$ cat src/hdl/hufp_pkg.sv
`timescale 1ns / 1ps
// ----------------------------------------------------------------------------
// hufp_pkg
// Shared constants, item codes and types for the Huffman table bit packer.
// ----------------------------------------------------------------------------
package hufp_pkg;

  localparam int TABLE_DEPTH   = 256;
  localparam int MAX_CODE_BITS = 8;

  localparam int KIND_W   = 2;
  localparam int SYM_W    = 8;
  localparam int CODE_W   = 8;
  localparam int LEN_W    = 4;
  localparam int CNT_W    = 3;
  localparam int ACC_W    = 15;
  localparam int BYTE_W   = 8;
  localparam int ADDR_W   = (TABLE_DEPTH > 1) ? $clog2(TABLE_DEPTH) : 1;
  localparam int ENTRY_W  = CODE_W + LEN_W;

  localparam logic [KIND_W-1:0] KIND_LOAD   = 2'd0;
  localparam logic [KIND_W-1:0] KIND_ENCODE = 2'd1;
  localparam logic [KIND_W-1:0] KIND_FLUSH  = 2'd2;

  localparam logic [LEN_W-1:0] LEN_MAX  = LEN_W'(MAX_CODE_BITS);
  localparam logic [LEN_W-1:0] LEN_BYTE = LEN_W'(BYTE_W);

  // Item after the table read, handed to the packer.
  typedef struct packed {
    logic              valid;
    logic [KIND_W-1:0] kind;
    logic              hit;
    logic [CODE_W-1:0] code;
    logic [LEN_W-1:0]  len;
  } item_t;

endpackage

$ cat src/hdl/hufp_in_if.sv
`timescale 1ns / 1ps
// ----------------------------------------------------------------------------
// hufp_in_if
// Input channel: load, encode and flush words with valid/ready handshake.
// ----------------------------------------------------------------------------
interface hufp_in_if;
  logic                         valid;
  logic                         ready;
  logic [hufp_pkg::KIND_W-1:0]  kind;
  logic [hufp_pkg::SYM_W-1:0]   symbol;
  logic [hufp_pkg::CODE_W-1:0]  code_bits;
  logic [hufp_pkg::LEN_W-1:0]   code_length;

  modport source (output valid, kind, symbol, code_bits, code_length, input ready);
  modport sink   (input valid, kind, symbol, code_bits, code_length, output ready);
endinterface

$ cat src/hdl/hufp_out_if.sv
`timescale 1ns / 1ps
// ----------------------------------------------------------------------------
// hufp_out_if
// Output channel: packed bytes with valid/ready handshake.
// ----------------------------------------------------------------------------
interface hufp_out_if;
  logic                         valid;
  logic                         ready;
  logic [hufp_pkg::BYTE_W-1:0]  out_byte;
  logic [hufp_pkg::LEN_W-1:0]   valid_bits;
  logic                         is_flush;

  modport source (output valid, out_byte, valid_bits, is_flush, input ready);
  modport sink   (input valid, out_byte, valid_bits, is_flush, output ready);
endinterface

$ cat src/hdl/hufp_ram.sv
`timescale 1ns / 1ps
// ----------------------------------------------------------------------------
// hufp_ram
// Generic single-write, single-read RAM with registered read data.
// ----------------------------------------------------------------------------
module hufp_ram #(
  parameter int WIDTH = 8,
  parameter int DEPTH = 256
) (
  input  logic                                      clk,
  input  logic                                      we,
  input  logic [((DEPTH > 1) ? $clog2(DEPTH) : 1)-1:0] waddr,
  input  logic [WIDTH-1:0]                          wdata,
  input  logic                                      re,
  input  logic [((DEPTH > 1) ? $clog2(DEPTH) : 1)-1:0] raddr,
  output logic [WIDTH-1:0]                          rdata
);

  logic [WIDTH-1:0] mem [DEPTH];

  always_ff @(posedge clk) begin
    if (we) begin
      mem[waddr] <= wdata;
    end
    if (re) begin
      rdata <= mem[raddr];
    end
  end

endmodule

$ cat src/hdl/hufp_packer.sv
`timescale 1ns / 1ps
// ----------------------------------------------------------------------------
// hufp_packer
// Merges looked-up codes into the bit accumulator and registers output bytes.
// ----------------------------------------------------------------------------
module hufp_packer (
  input  logic              clk,
  input  logic              rst,
  input  hufp_pkg::item_t   item,
  output logic              ready,
  hufp_out_if.source        result
);

  logic [hufp_pkg::ACC_W-1:0]  acc;
  logic [hufp_pkg::CNT_W-1:0]  pcnt;
  logic                        out_valid;
  logic [hufp_pkg::BYTE_W-1:0] out_byte;
  logic [hufp_pkg::LEN_W-1:0]  valid_bits;
  logic                        is_flush;

  logic [hufp_pkg::ACC_W-1:0]  acc_next;
  logic [hufp_pkg::CNT_W-1:0]  pcnt_next;
  logic [hufp_pkg::LEN_W-1:0]  len_eff;
  logic [hufp_pkg::CODE_W:0]   mask;
  logic [hufp_pkg::CODE_W-1:0] code_m;
  logic [hufp_pkg::ACC_W-1:0]  merged;
  logic [hufp_pkg::LEN_W-1:0]  total;
  logic                        emit;
  logic [hufp_pkg::BYTE_W-1:0] byte_val;
  logic [hufp_pkg::LEN_W-1:0]  vb_val;
  logic                        fl_val;
  logic                        fire;

  assign ready = !out_valid || result.ready;
  assign fire  = item.valid && ready;

  always_comb begin
    len_eff   = item.hit ? item.len : '0;
    mask      = ((hufp_pkg::CODE_W+1)'(1) << len_eff) - (hufp_pkg::CODE_W+1)'(1);
    code_m    = item.code & mask[hufp_pkg::CODE_W-1:0];
    merged    = acc | (hufp_pkg::ACC_W'(code_m) << pcnt);
    total     = hufp_pkg::LEN_W'(pcnt) + len_eff;
    acc_next  = acc;
    pcnt_next = pcnt;
    emit      = 1'b0;
    byte_val  = acc[hufp_pkg::BYTE_W-1:0];
    vb_val    = hufp_pkg::LEN_BYTE;
    fl_val    = 1'b0;
    case (item.kind)
      hufp_pkg::KIND_ENCODE: begin
        acc_next  = merged;
        pcnt_next = total[hufp_pkg::CNT_W-1:0];
        if (total >= hufp_pkg::LEN_BYTE) begin
          // full byte leaves, remainder drops down
          emit     = 1'b1;
          byte_val = merged[hufp_pkg::BYTE_W-1:0];
          acc_next = merged >> hufp_pkg::BYTE_W;
        end
      end
      hufp_pkg::KIND_FLUSH: begin
        if (pcnt != '0) begin
          emit   = 1'b1;
          vb_val = hufp_pkg::LEN_W'(pcnt);
          fl_val = 1'b1;
        end
        acc_next  = '0;
        pcnt_next = '0;
      end
      default: begin
      end
    endcase
  end

  always_ff @(posedge clk) begin
    if (rst) begin
      acc       <= '0;
      pcnt      <= '0;
      out_valid <= 1'b0;
    end else begin
      if (fire) begin
        acc  <= acc_next;
        pcnt <= pcnt_next;
      end
      if (ready) begin
        out_valid <= fire && emit;
      end
    end
  end

  always_ff @(posedge clk) begin
    if (fire && emit) begin
      out_byte   <= byte_val;
      valid_bits <= vb_val;
      is_flush   <= fl_val;
    end
  end

  assign result.valid      = out_valid;
  assign result.out_byte   = out_byte;
  assign result.valid_bits = valid_bits;
  assign result.is_flush   = is_flush;

endmodule

$ cat src/hdl/huffman_table_bit_packer.sv
`timescale 1ns / 1ps
// ----------------------------------------------------------------------------
// huffman_table_bit_packer
// Table-driven Huffman encoder packing code bits LSB first into bytes.
// ----------------------------------------------------------------------------
// Pipeline: a word's table RAM read is registered, then its code is merged
//   into the accumulator and the output byte register.
// Throughput: one word per cycle while the output is not stalled; the registered
//   table read and the single shift-merge of the accumulator set this.
// Reset: clears the accumulator, pending count, output valid and all table
//   entry valid bits at once; no clearing pass, words are taken right away.
module huffman_table_bit_packer (
  input  logic        clk,
  input  logic        rst,
  hufp_in_if.sink     item,
  hufp_out_if.source  result
);

  logic [hufp_pkg::TABLE_DEPTH-1:0] entry_valid;
  logic [hufp_pkg::ADDR_W-1:0]      addr;
  logic                             in_range;
  logic                             accept;
  logic                             load_we;
  logic [hufp_pkg::LEN_W-1:0]       len_sat;
  logic [hufp_pkg::ENTRY_W-1:0]     rdata;
  logic                             pk_ready;

  logic                             s1_valid;
  logic [hufp_pkg::KIND_W-1:0]      s1_kind;
  logic                             s1_hit;
  hufp_pkg::item_t                  s1_item;

  assign addr     = item.symbol[hufp_pkg::ADDR_W-1:0];
  assign in_range = {1'b0, item.symbol} < (hufp_pkg::SYM_W+1)'(hufp_pkg::TABLE_DEPTH);
  assign item.ready = !s1_valid || pk_ready;
  assign accept   = item.valid && item.ready;
  assign load_we  = accept && (item.kind == hufp_pkg::KIND_LOAD) && in_range;
  assign len_sat  = (item.code_length > hufp_pkg::LEN_MAX) ? hufp_pkg::LEN_MAX
                                                            : item.code_length;

  hufp_ram #(
    .WIDTH (hufp_pkg::ENTRY_W),
    .DEPTH (hufp_pkg::TABLE_DEPTH)
  ) u_table (
    .clk   (clk),
    .we    (load_we),
    .waddr (addr),
    .wdata ({len_sat, item.code_bits}),
    .re    (accept),
    .raddr (addr),
    .rdata (rdata)
  );

  always_ff @(posedge clk) begin
    if (rst) begin
      entry_valid <= '0;
      s1_valid    <= 1'b0;
    end else begin
      if (load_we) begin
        entry_valid[addr] <= 1'b1;
      end
      if (item.ready) begin
        s1_valid <= accept;
      end
    end
  end

  // never-loaded entries read as length zero
  always_ff @(posedge clk) begin
    if (accept) begin
      s1_kind <= item.kind;
      s1_hit  <= in_range && entry_valid[addr];
    end
  end

  always_comb begin
    s1_item.valid = s1_valid;
    s1_item.kind  = s1_kind;
    s1_item.hit   = s1_hit;
    s1_item.code  = rdata[hufp_pkg::CODE_W-1:0];
    s1_item.len   = rdata[hufp_pkg::ENTRY_W-1:hufp_pkg::CODE_W];
  end

  hufp_packer u_packer (
    .clk    (clk),
    .rst    (rst),
    .item   (s1_item),
    .ready  (pk_ready),
    .result (result)
  );

endmodule

$ cat src/flat_wrapper.sv
// flat-port wrapper written by rule: the top's interface ports become plain ports
module huffman_table_bit_packer_flat 
  (clk, rst, item_valid, item_kind, item_symbol, item_code_bits, item_code_length, item_ready, result_valid, result_out_byte, result_valid_bits, result_is_flush, result_ready);
  hufp_in_if item_i ();
  hufp_out_if result_i ();
  input  logic clk;
  input  logic rst;
  input wire logic [$bits(item_i.valid)-1:0] item_valid;
  input wire logic [$bits(item_i.kind)-1:0] item_kind;
  input wire logic [$bits(item_i.symbol)-1:0] item_symbol;
  input wire logic [$bits(item_i.code_bits)-1:0] item_code_bits;
  input wire logic [$bits(item_i.code_length)-1:0] item_code_length;
  output wire logic [$bits(item_i.ready)-1:0] item_ready;
  output wire logic [$bits(result_i.valid)-1:0] result_valid;
  output wire logic [$bits(result_i.out_byte)-1:0] result_out_byte;
  output wire logic [$bits(result_i.valid_bits)-1:0] result_valid_bits;
  output wire logic [$bits(result_i.is_flush)-1:0] result_is_flush;
  input wire logic [$bits(result_i.ready)-1:0] result_ready;
  assign item_i.valid = item_valid;
  assign item_i.kind = item_kind;
  assign item_i.symbol = item_symbol;
  assign item_i.code_bits = item_code_bits;
  assign item_i.code_length = item_code_length;
  assign item_ready = item_i.ready;
  assign result_valid = result_i.valid;
  assign result_out_byte = result_i.out_byte;
  assign result_valid_bits = result_i.valid_bits;
  assign result_is_flush = result_i.is_flush;
  assign result_i.ready = result_ready;
  huffman_table_bit_packer u_core (.clk(clk), .rst(rst), .item(item_i), .result(result_i));
endmodule
$ cat config.mk
export PLATFORM = sky130hd
export DESIGN_NAME = huffman_table_bit_packer_flat
export DESIGN_NICKNAME = d
export VERILOG_FILES = /design/src/hdl/hufp_pkg.sv /design/src/hdl/hufp_in_if.sv /design/src/hdl/hufp_out_if.sv /design/src/hdl/hufp_ram.sv /design/src/hdl/hufp_packer.sv /design/src/hdl/huffman_table_bit_packer.sv /design/src/flat_wrapper.sv
export SDC_FILE = /design/constraint.sdc
export NUM_CORES = 2
export LEC_CHECK = 0
export BUFFER_PORTS_ARGS = -buffer_cell sky130_fd_sc_hd__buf_2
export CAP_MARGIN = 0
export CORE_MARGIN = 8
export CORE_UTILIZATION = 39
export DETAILED_ROUTE_END_ITERATION = 8
export SLEW_MARGIN = 25
export SYNTH_ARGS = -nofsm -noshare
export SYNTH_HDL_FRONTEND = slang
export SYNTH_SLANG_ARGS = --single-unit
$ cat constraint.sdc
create_clock -name clk -period 9.15 [get_ports clk]
set_input_delay 1.3725 -clock clk [delete_from_list [all_inputs] [get_ports clk]]
set_output_delay 1.3725 -clock clk [all_outputs]
set_load 0.05 [all_outputs]
==> results_dict.tcl <==
set metrics [dict create \
    tns_ns 0 \
    synth_area_sq_mm 0.130 \
    period_share_pct 54.6 \
    reg2reg_setup_slack_ns 5.25 \
    overflow 0 \
    pre_cts_slack_ns 3.21 \
    p_per_area_mw_per_mm2 219 \
    finalHoldViolations 0 \
    via_per_inst 5.86 \
    first_iter_violations 8948 \
    peakVddDrop_mv 0.183 \
    synth_edf_count 3100 \
    crit_buf_inv 4 \
    critPathCaptureType "flop" \
    cts_hold_buf 0 \
    grt_max_degree 201 \
    async_flop_share_pct 0 \
    setup_ws_ns 4.15 \
    worst_slew_pin_slew_ns 1.20 \
    hold_class "flop to flop" \
    synth_area_per_cell_sq_um 20.5 \
    synthToLayoutAreaGrowth_pct 14.6 \
    grt_pass1_vias 65737 \
    cp.arrival_ns 5.69 \
    yosysWarnings 0 \
    slew_viol_final 0 \
    synth.distinct_cells 73 \
    worstPathRequired_ns 9.84 \
    synth-seq-cells 3376 \
    finalClockSkew_ns 0.0736 \
    layout-drive-gt1-share_pct 27.1 \
    wire_per_inst_microns 32.3 \
    power.total_mw 32.6 \
    setup_viol 0 \
    timing.fmax_mhz 200 \
    startpoint "item_symbol[0]" \
    critPathLaunchType "primary input" \
    design.die.area_sq_mm 0.352 \
    crit_path_cell_trace "buf_12, buf_12, buf_4, mux4_2, nand3_1, o21ai_0, nor4_1, buf_4, nand4_1, or4_1" \
    start_util_pct 39.1 \
    cts_tree "yes" \
    seq_area_frac_synth_pct 76.0 \
    coreArea_sq_mm 0.332 \
    nFillCells 27736 \
    ant_nets 0 \
    syn_inst 6334 \
    wirelength_microns 368000 \
    slowest_stage "nor4_1" \
    die_h_microns 593 \
    cp_max_fo 83 \
    cts_buffer_depth 4 \
    post-cts-setup-buffers 0 \
    max_cap_viol_count 0 \
    layout.nets 6734 \
    port_buffers 40 \
    ios 41 \
    cts_resized 0 \
    cts_buffers 345 \
    cp_slowest_stage_delay_ns 0.71 \
    gp_congestion 0.916 \
    rows 212 \
    vias 66758 \
    die_w_microns 593 \
    grt_antenna_before_repair 18 \
    path_class "primary input to flop" \
    period_needed_ns 5.00 \
    place_hpwl_microns 222000 \
    clkSinkCount 3376 \
    insertion_delay_ns 0.95 \
    grt_use_total_pct 20.5 \
    root_buffer "clkbuf_16" \
    relSlewSlack_pct 19.8 \
    first_pass_iters 6 \
    grt_pass1_wl_microns 515000 \
    clk_pin_slew_ns 0.06 \
    run_status "finished clean" \
    rsz0062_at_grt "no" \
    leakagePower_nw 45.9 \
    cts.htree.levels 5 \
    hp-start "u_core.u_packer.acc[7]" \
    drc 0 \
    synth_nets 6364 \
    regToRegStartpoint "u_core.s1_hit" \
    synthFlopType "edfxtp_1" \
    critical-path-top-delay-family "buffers and inverters" \
]
==> final cells by class <==
cell class              instances  area, sq um  area share [%]
well taps                    4387         5490            3.69
flip-flops and latches       3376        98600            66.3
diodes                         11         27.5          0.0185
clock inverters               176         2020            1.36
multi-input cells            2579        29700            20.0
inverters                      11         41.3          0.0278
repair buffers                391         3270            2.20
clock buffers                 462         9580            6.44
==> worst paths after layout <==
kind / cells past startpoint / end
max reg2reg: 9 / u_core.u_packer.acc[3]
min: 2 / u_core.u_packer.acc[7]
max: 10 / u_core.u_table.rdata[8]
min reg2reg: 2 / u_core.u_packer.acc[7]
==> layout by cell type, fill, tap and decap left out, types with 15 or more instances in the layout <==
cell type  netlist  layout
dfxtp_1        276     276
bufinv_16        0      25
a22o_1          17      17
clkinv_2         0      58
nand2_1         98      89
nand2b_1        19      19
nor2_1         819     766
clkinv_1         1      57
a21oi_1         66      65
clkbuf_8         0      49
clkbuf_1       160      70
edfxtp_1      3100    3100
a211oi_1        16      16
buf_2          110      27
nor3_1          15      15
mux4_2         886     886
buf_12           0      20
o21ai_0         24      24
nand3_1         39      33
clkbuf_16        0     349
buf_4           36     322
clkinv_16        0      17
o22ai_1         66      65
mux2i_1        194     192
a22oi_1        106     106
nor2_2           0      45
==> tightest hold or removal path, cell delays in order (launching register included) <==
cell	delay, ns
dfxtp_1	0.31
inv_1	0.05
o2bb2ai_1	0.05
==> metal layers <==
metal	up-vias	track usage [%]	part of all wire [%]
met3	659	4.37	9.5
li1	26722	-	-
met5	-	0	0.0076
met2	3587	31.9	46
met4	4	8.41	4.8
met1	35786	28.3	39
==> power by group <==
part           internal (mW)  switching (mW)
Sequential              16.8          0.0328
Clock                   8.15            6.06
Combinational          0.492            1.03
==> per-stage QoR <==
stage	area [sq um]	hold WS [ns]	utilization [%]	cells
detailed placement	137000	0.439	41.2	10739
global placement	137000	0.436	41.2	10736
global route	149000	0.469	44.8	11384
finish	149000	0.446	44.8	11393
CTS	149000	0.446	44.7	11377
floorplan	130000	0.423	-	6334
==> Yosys cell counts, types with 10 or more instances <==
| library cell | n | area, sq um |
|---|---|---|
| buf_1 | 38 | 143 |
| o21ai_0 | 24 | 120 |
| nor3_1 | 15 | 75.1 |
| dfxtp_1 | 276 | 5530 |
| a211oi_1 | 16 | 120 |
| buf_4 | 36 | 270 |
| nand2b_1 | 19 | 119 |
| inv_1 | 10 | 37.5 |
| o211ai_1 | 14 | 105 |
| buf_6 | 22 | 248 |
| a22o_1 | 17 | 149 |
| nor2_1 | 819 | 3070 |
| buf_2 | 110 | 551 |
| a221oi_1 | 13 | 114 |
| clkbuf_1 | 160 | 601 |
| a21oi_1 | 66 | 330 |
| nor2b_1 | 22 | 138 |
| nand4_1 | 10 | 62.6 |
| mux2i_1 | 194 | 1940 |
| nand2_1 | 98 | 368 |
| mux4_2 | 886 | 20000 |
| edfxtp_1 | 3100 | 93100 |
| nor4_1 | 14 | 87.6 |
| a22oi_1 | 106 | 796 |
| nand3_1 | 39 | 195 |
| o22ai_1 | 66 | 413 |
==> state kept, by name (all words and copies together) (netlist names) <==
| register | flops |
|---|---|
| u_core.u_table.mem | 3072 |
| u_core.entry_valid | 256 |
| u_core.u_packer.acc | 15 |
| u_core.u_table.rdata | 12 |
| u_core.u_packer.result.out_byte | 8 |
| u_core.u_packer.result.valid_bits | 4 |
| u_core.u_packer.pcnt | 3 |
| u_core.s1_kind | 2 |
| u_core.s1_hit | 1 |
| u_core.s1_valid | 1 |
| u_core.u_packer.result.is_flush | 1 |
| u_core.u_packer.result.valid | 1 |
==> kinds of logic after synthesis <==
| kind of cell | synth area share (%) |
|---|---|
| DFF | 76.0 |
| and+or+nand+nor | 3.54 |
| muxes | 16.9 |
| AOI/OAI and AO/OA | 2.10 |
| buffers and inverters | 1.44 |
| adders and majority gates | 0.0386 |
| xor gates and xnor gates | 0.0135 |
(Power assumes the default switching activity.)
